--- src/hw/rtl/npp_pkg.sv ---
// Shared types and constants for the nearest point proximity block.
`default_nettype none
package npp_pkg;
	localparam int MAX_POINTS_DEF = 32;
	localparam int COORD_BITS_DEF = 24;
	localparam int RADIUS_W       = 23;
	localparam logic [RADIUS_W-1:0] RADIUS_RST = 23'd1600;
	localparam int DIFF_W         = 24;
	localparam logic [DIFF_W-1:0] DIFF_SAT = 24'h800000;
	localparam int SQ_W           = 48;
	localparam int DSQ_W          = 50;
	localparam int ROOT_W         = 25;
	localparam int REM_W          = 28;
	localparam int PROX_W         = 17;
	localparam int SQRT_STEPS     = 25;
	localparam int DIV_STEPS      = 16;
	localparam int DRAIN_CYCLES   = 4;
	localparam int CNT_W          = 5;

	typedef enum logic [1:0] {
		CMD_WRITE = 2'd0,
		CMD_CLEAR = 2'd1,
		CMD_QUERY = 2'd2
	} command_t;

	typedef struct packed {
		logic pt_wr;
		logic pt_clr;
		logic q_load;
		logic scan_step;
		logic sqrt_init;
		logic sqrt_step;
		logic div_init;
		logic div_step;
		logic res_load;
	} dp_cmd_t;

	typedef struct packed {
		logic scan_last;
		logic out_free;
	} dp_stat_t;
endpackage
`default_nettype wire

--- src/hw/rtl/npp_ctrl.sv ---
// Controller state machine that sequences write, clear and query items.
`default_nettype none
module npp_ctrl (
	input  wire logic             clk,
	input  wire logic             arst_n,
	input  wire logic             in_valid,
	output logic                  in_ready,
	input  wire logic [1:0]       command,
	input  wire npp_pkg::dp_stat_t stat,
	output npp_pkg::dp_cmd_t      cmd
);
	typedef enum logic [2:0] {
		ST_IDLE, ST_SCAN, ST_DRAIN, ST_SQINIT, ST_SQRT, ST_DINIT, ST_DIV, ST_OUT
	} state_t;

	state_t state_q;
	logic [npp_pkg::CNT_W-1:0] cnt_q;
	logic accept;

	assign in_ready = (state_q == ST_IDLE);
	assign accept   = in_valid && in_ready;

	always_comb begin
		cmd = '0;
		cmd.pt_wr  = accept && (command == npp_pkg::CMD_WRITE);
		cmd.pt_clr = accept && (command == npp_pkg::CMD_CLEAR);
		cmd.q_load = accept && (command == npp_pkg::CMD_QUERY);
		cmd.scan_step = (state_q == ST_SCAN);
		cmd.sqrt_init = (state_q == ST_SQINIT);
		cmd.sqrt_step = (state_q == ST_SQRT);
		cmd.div_init  = (state_q == ST_DINIT);
		cmd.div_step  = (state_q == ST_DIV);
		cmd.res_load  = (state_q == ST_OUT) && stat.out_free;
	end

	always_ff @(posedge clk or negedge arst_n) begin
		if (!arst_n) begin
			state_q <= ST_IDLE;
			cnt_q   <= '0;
		end else begin
			unique case (state_q)
				ST_IDLE: begin
					if (cmd.q_load) begin
						state_q <= ST_SCAN;
					end
				end
				ST_SCAN: begin
					if (stat.scan_last) begin
						state_q <= ST_DRAIN;
						cnt_q   <= '0;
					end
				end
				ST_DRAIN: begin
					// Let the last point leave the distance pipeline.
					if (cnt_q == npp_pkg::CNT_W'(npp_pkg::DRAIN_CYCLES - 1)) begin
						state_q <= ST_SQINIT;
					end else begin
						cnt_q <= cnt_q + 1'b1;
					end
				end
				ST_SQINIT: begin
					state_q <= ST_SQRT;
					cnt_q   <= '0;
				end
				ST_SQRT: begin
					if (cnt_q == npp_pkg::CNT_W'(npp_pkg::SQRT_STEPS - 1)) begin
						state_q <= ST_DINIT;
					end else begin
						cnt_q <= cnt_q + 1'b1;
					end
				end
				ST_DINIT: begin
					state_q <= ST_DIV;
					cnt_q   <= '0;
				end
				ST_DIV: begin
					if (cnt_q == npp_pkg::CNT_W'(npp_pkg::DIV_STEPS - 1)) begin
						state_q <= ST_OUT;
					end else begin
						cnt_q <= cnt_q + 1'b1;
					end
				end
				ST_OUT: begin
					if (stat.out_free) begin
						state_q <= ST_IDLE;
					end
				end
				default: begin
					state_q <= ST_IDLE;
				end
			endcase
		end
	end
endmodule
`default_nettype wire

--- config.mk ---
export PLATFORM = sky130hd
export DESIGN_NAME = npp_ctrl
export DESIGN_NICKNAME = d
export VERILOG_FILES = /design/src/hw/rtl/npp_pkg.sv /design/src/hw/rtl/npp_ctrl.sv
export SDC_FILE = /design/constraint.sdc
export NUM_CORES = 1
export LEC_CHECK = 0
export BUFFER_PORTS_ARGS = -buffer_cell sky130_fd_sc_hd__clkbuf_2
export CORE_MARGIN = 2
export CORE_UTILIZATION = 44
export CTS_CLUSTER_DIAMETER = 200
export DETAILED_ROUTE_END_ITERATION = 12
export PLACE_DENSITY = 0.72
export SYNTH_ARGS = -nofsm -noshare
export SYNTH_HDL_FRONTEND = slang
export SYNTH_SLANG_ARGS = --single-unit
--- constraint.sdc ---
create_clock -name clk -period 1.9 [get_ports clk]
set_clock_uncertainty 0.05 [all_clocks]
set_input_delay 0.38 -clock clk [delete_from_list [all_inputs] [get_ports clk]]
set_output_delay 0.38 -clock clk [all_outputs]
set_load 0.02 [all_outputs]
==> reports/results.tsv, run 1 <==
metric	value	unit
critical path class	register to register	
# setup viols final	1	
Max FO, Critical Path	3	
max_cap viols	0	
RSZ-0062 raised after global routing	yes	
hpwl dp	1.15	mm
mean area per synthesized cell	8.39	um^2
CP arrival	1.99	ns
Slew Limit Fails	0	
Leak	0.416	nW
Die Wd	41.1	um
DRT iter0 DRCs	4	
Crit path largest cell delay	0.49	ns
post-synthesis cell count	72	
max_slew headroom	0.769	
CTS H-tree depth	1	
Total Die Area	0.00169	mm^2
WHS	0.426	ns
post-route ant nets	0	
Final Cell Area	877	um^2
wire length per cell	12.6	um
overall routing resource usage	0.205	
CP max stage cell	or4b_4	
CP endpoint kind	register	
status	finished, violations left	
Layout Nets	113	
failing checks	negative setup slack	
diode count	0	
initial antenna violation count	0	
drt pass-1 iters	4	
startpoint class of the critical path	register	
HP Class	input pin to register	
DRC	0	
most frequent cells in the layout	clkbuf_2, buf_4, nor2_1, dfrtp_1	
PwrDens	1560	mW/mm^2
Vias/cell	5.39	
Synth cell types	31	
Initial Util	0.470	
min cycle time layout	1.91	ns
top-level I/O count	17	
Worst-Margin Slew	0.346	ns
CTS tree	done	
clk slew on worst S/H paths	0.05	ns
synth warn	0	
first-pass GRT wire length	2.19	mm
layout cell share with drive strength beyond 1	0.475	
clock latency on the worst-skew pair	0.25	ns
post-synthesis cell area	604	um^2
worst vdd ir	0.000933	V
gr ovfl total	0	
site row count	13	
vias in the first global route	551	
FF+latch count, synth	8	
critical-path cell list	ha_2 -> or4b_4 -> o21a_1 -> a32o_2 -> mux2_4	
dpl cell area	792	um^2
commonest non-fill, non-tap cell in the layout	clkbuf_2	
CTS root buffer	clkbuf_4	
DRT Wirelength	1.46	mm
Final GP Congestion	0.817	
largest net degree at the start of global routing	15	
maximum root-to-sink buffer count	2	
period utilization	1.00	
area growth from synthesis to layout	45.1	%
Vias	625	
Core Util, Final	0.683	
IO Port Bufs	16	
Final Hold Fails	0	
final worst-path setup slack	-0.00735	ns
Achievable Freq	0.524	GHz
Core Footprint	0.00128	mm^2
CP required	1.98	ns
Num CTS Buffers	3	
Post-Syn Nets	82	
CTS sink cnt	8	
Seq/Total Area, Yosys	0.331	
die extent in y	41.1	um
Tot Pwr	1.36	mW
==> cells by family after synthesis <==
family                   after synthesis  share of synthesized area
buffers and inverters                  9                     0.0580
AND/OR/NAND/NOR                       34                      0.319
multiplexers                           1                     0.0248
AO/OA/AOI/OAI                         17                      0.205
flip-flops                             8                      0.331
adder cells (fa/ha/maj)                3                     0.0621
==> critical path, delay by kind of cell, from the launching register on <==
kind	cells	cell delay, ns
adders and majority gates	1	0.19
AOI/OAI and AO/OA	2	0.44
and+or+nand+nor	1	0.49
muxes	1	0.26
DFF	1	0.35
==> metrics by stage <==
step	TNS [ns]	std cells	worst slack, ns
5_1_grt	-0.202	116	-0.0682
3_3_place_gp	0	110	0.0380
4_1_cts	-0.00181	114	-0.00181
3_5_place_dp	-0.0559	110	-0.0363
2_1_floorplan	0	72	0.00126
6_report	-0.00735	116	-0.00735
==> final timing paths <==
| path | from | to | slack, ns | depth (start not counted) |
|---|---|---|---|---|
| min | stat[1] | state_q[1]$_DFFE_PN0P_ | 0.43 | 3 |
| min in group asynchronous | arst_n | cnt_q[2]$_DFFE_PN0P_ | 0.45 | 2 |
| max | cnt_q[1]$_DFFE_PN0P_ | cnt_q[0]$_DFFE_PN0P_ | -0.007 | 5 |
| max in group asynchronous | arst_n | state_q[0]$_DFFE_PN0P_ | 1.16 | 2 |
| max reg2reg | cnt_q[1]$_DFFE_PN0P_ | cnt_q[0]$_DFFE_PN0P_ | -0.007 | 5 |
| min reg2reg | cnt_q[4]$_DFFE_PN0P_ | cnt_q[4]$_DFFE_PN0P_ | 0.57 | 2 |
==> power by group <==
group,internal [mW],switching [mW]
combinational,0.451,0.447
clock,0.0717,0.0492
sequential,0.249,0.0965
total,0.772,0.592
==> sequential cells by signal, indices dropped and copies added (netlist names) <==
name     flops
cnt_q        5
state_q      3
==> repair_timing <==
| item | in CTS | in global routing |
|---|---|---|
| hold buffers | 1 | 0 |
| endpoints found under the setup margin | 5 | 8 |
| buffers inserted | 0 | 2 |
| pin swaps | 2 | 2 |
| endpoints found under the hold margin | 8 | 0 |
| resized for setup | 4 | 6 |
==> metal layers <==
metal / up-vias / share of wire / wire, um / track usage
met4: 0 / 0.0082 / 12 / 0.125
met1: 284 / 0.46 / 669 / 0.236
met3: 2 / 0.028 / 41 / 0.0326
met2: 12 / 0.51 / 739 / 0.348
li1: 327 / - / - / -
met5: - / 0 / 0 / 0
==> cell type report <==
cell class                 instances  area (um^2)
tap                               15         18.8
multi-input combinational         55          410
clock buffer                       3         22.5
inverter                           6         22.5
fill                             106          408
sequential                         8          201
timing repair buffer              29          201
==> synthesized netlist by cell type <==
cell | number | area (um^2)
nor2_1 | 7 | 26.3
o21ai_0 | 4 | 20.0
nor4b_1 | 1 | 8.76
buf_2 | 1 | 5.00
dfrtp_1 | 8 | 200
or3_1 | 1 | 6.26
o21a_1 | 1 | 7.51
a32o_2 | 1 | 11.3
mux2_4 | 1 | 15.0
a21oi_1 | 3 | 15.0
o211ai_1 | 2 | 15.0
a211o_2 | 1 | 10.0
a22o_2 | 2 | 20.0
ha_1 | 3 | 37.5
inv_1 | 6 | 22.5
nand2_1 | 7 | 26.3
nor3b_1 | 2 | 15.0
or4_1 | 1 | 7.51
nor2b_1 | 1 | 6.26
or4b_2 | 1 | 10.0
o2111ai_1 | 1 | 8.76
nand4b_1 | 1 | 8.76
clkbuf_1 | 2 | 7.51
nor4bb_1 | 1 | 10.0
a32oi_1 | 1 | 8.76
and3_2 | 1 | 7.51
or4b_4 | 1 | 13.8
and2_1 | 1 | 6.26
o31ai_1 | 1 | 7.51
nor3_1 | 5 | 25.0
nand3_1 | 3 | 15.0
(Power assumes the default switching activity.)
==> run 2: changes to the inputs <==
==> constraint.sdc (replaced) <==
create_clock -name clk -period 1.9 [get_ports clk]
set_clock_uncertainty 0.05 [all_clocks]
set_input_delay 0.19 -clock clk [delete_from_list [all_inputs] [get_ports clk]]
set_output_delay 0.19 -clock clk [all_outputs]
set_load 0.02 [all_outputs]
==> reports/results.tsv, run 2 (synthesis results as in run 1) <==
metric	value	unit	change
status	finished, violations left		unchanged
failing checks	negative setup slack		unchanged
IO Port Bufs	16		unchanged
initial antenna violation count	0		unchanged
first-pass GRT wire length	2.39	mm	was 2.19 mm
Max FO, Critical Path	3		unchanged
Final Hold Fails	0		unchanged
layout cell share with drive strength beyond 1	0.423		was 0.475
clk slew on worst S/H paths	0.05	ns	about the same
Top Registers	cnt_q x5, state_q x3		unchanged
Core Footprint	0.00128	mm^2	unchanged
site row count	13		unchanged
Layout Nets	109		was 113
diode count	0		unchanged
hpwl dp	1.14	mm	was 1.15 mm
max_slew headroom	0.754		was 0.769
CP arrival	1.99	ns	about the same
CTS root buffer	clkbuf_4		unchanged
DRT Wirelength	1.47	mm	was 1.46 mm
wire length per cell	13.1	um	was 12.6 um
critical-path cell list	ha_2 -> or4b_4 -> o21a_1 -> a32o_2 -> mux2_4		unchanged
gr ovfl total	0		unchanged
Crit path largest cell delay	0.47	ns	was 0.49 ns
final setup TNS	-0.00433	ns	was -0.00735 ns
Setup WS pre-CTS	-0.0203	ns	was -0.0363 ns
Total Die Area	0.00169	mm^2	unchanged
final worst-path setup slack	-0.00433	ns	was -0.00735 ns
vias in the first global route	553		was 551
Initial Util	0.470		unchanged
Final GP Congestion	0.804		was 0.817
critical path class	register to register		unchanged
Tot Pwr	1.28	mW	was 1.36 mW
min cycle time layout	1.90	ns	was 1.91 ns
postcts setup bufs	0		unchanged
area growth from synthesis to layout	32.9	%	was 45.1%
clock latency on the worst-skew pair	0.25	ns	about the same
CTS H-tree depth	1		unchanged
Final Cell Area	803	um^2	was 877 um^2
placed insts	108		was 110
Leak	0.385	nW	was 0.416 nW
Achievable Freq	0.525	GHz	was 0.524 GHz
final non-filler cell total	112		was 116
Vias	634		was 625
Biggest register	cnt_q		unchanged
commonest non-fill, non-tap cell in the layout	clkbuf_2		unchanged
die extent in y	41.1	um	unchanged
RSZ-0062 raised after global routing	yes		unchanged
top-level I/O count	17		unchanged
# setup viols final	1		unchanged
CTS sink cnt	8		unchanged
DRT iter0 DRCs	13		was 4
HP Class	input pin to register		unchanged
drt pass-1 iters	4		unchanged
Slew Limit Fails	0		unchanged
largest net degree at the start of global routing	15		unchanged
Vias/cell	5.66		was 5.39
Num CTS Buffers	3		unchanged
Die Wd	41.1	um	unchanged
CP required	1.98	ns	about the same
CP max stage cell	or4b_4		unchanged
PwrDens	1600	mW/mm^2	was 1560 mW/mm^2
number of flip-flops in the largest register	5		unchanged
post-route ant nets	0		unchanged
dpl cell area	756	um^2	was 792 um^2
startpoint class of the critical path	register		unchanged
Worst-Margin Slew	0.369	ns	was 0.346 ns
most frequent cells in the layout	clkbuf_2, buf_4, nand2_1, nor2_1, dfrtp_1		was clkbuf_2, buf_4, nor2_1, dfrtp_1
period utilization	1.00		about the same
worst vdd ir	0.000773	V	was 0.000933 V
overall routing resource usage	0.229		was 0.205
CTS tree	done		unchanged
CP endpoint kind	register		unchanged
maximum root-to-sink buffer count	2		unchanged
DRC	0		unchanged
max_cap viols	0		unchanged
## run 2: cell types whose count changed in the layout (fill, tap and decap cells not counted), moves of 2 or more
cell	change
buf_4	-4
clkbuf_2	+2
nor3b_1	+2
nor3b_2	-2
## run 2: per-layer routing
| metal | global-route usage | routed length [um] | vias up |
|---|---|---|---|
| li1 | - | - | 322 |
| met1 | 0.264 | 668 | 285 |
| met2 | 0.375 | 712 | 25 |
| met3 | 0.0652 | 73 | 2 |
| met4 | 0.125 | 11 | 0 |
| met5 | 0 | 0 | - |
## run 2: through the flow
stage,utilization,hold slack [ns]
global placement,0.588,-0.00487
detailed placement,0.588,0.00350
global route,0.625,0.225
floorplan,-,-0.156
finish,0.625,0.224
CTS,0.622,0.216
## run 2: report_power, final
group / total, mW / switching, mW / internal (mW)
registers: 0.331 / 0.0814 / 0.249
logic: 0.823 / 0.433 / 0.391
clock network: 0.127 / 0.0552 / 0.0721
total: 1.28 / 0.569 / 0.712
## run 2: path summary, 6_finish.rpt
kind / end / cells past startpoint / slack [ns] / startpoint
max: cnt_q[0]$_DFFE_PN0P_ / 5 / -0.004 / cnt_q[0]$_DFFE_PN0P_
min: state_q[1]$_DFFE_PN0P_ / 3 / 0.22 / stat[1]
max reg2reg: cnt_q[0]$_DFFE_PN0P_ / 5 / -0.004 / cnt_q[0]$_DFFE_PN0P_
min reg2reg: cnt_q[4]$_DFFE_PN0P_ / 1 / 0.55 / cnt_q[4]$_DFFE_PN0P_
max in group asynchronous: state_q[0]$_DFFE_PN0P_ / 2 / 1.32 / arst_n
min in group asynchronous: cnt_q[4]$_DFFE_PN0P_ / 2 / 0.27 / arst_n
## run 2: timing repair
action / 4_1_cts / 5_1_grt
hold buffers: 1 / 0
gates resized for setup: 4 / 2
endpoints found under the setup margin: 5 / 7
pin swaps: 1 / 0
endpoints found under the hold margin: 8 / 0
## run 2: worst max-delay path, delay by kind of cell, from the launching register on
kind / cells / cell delay, ns
multiplexers: 1 / 0.26
adder cells (fa/ha/maj): 1 / 0.19
AO/OA/AOI/OAI: 2 / 0.46
flip-flops: 1 / 0.36
AND/OR/NAND/NOR: 1 / 0.47
## run 2: cell type report
| cell class | instances | area (um^2) |
|---|---|---|
| Fill cell | 115 | 482 |
| Multi-Input combinational cell | 55 | 388 |
| Sequential cell | 8 | 201 |
| Timing Repair Buffer | 25 | 150 |
| Clock buffer | 3 | 22.5 |
| Inverter | 6 | 22.5 |
| Tap cell | 15 | 18.8 |
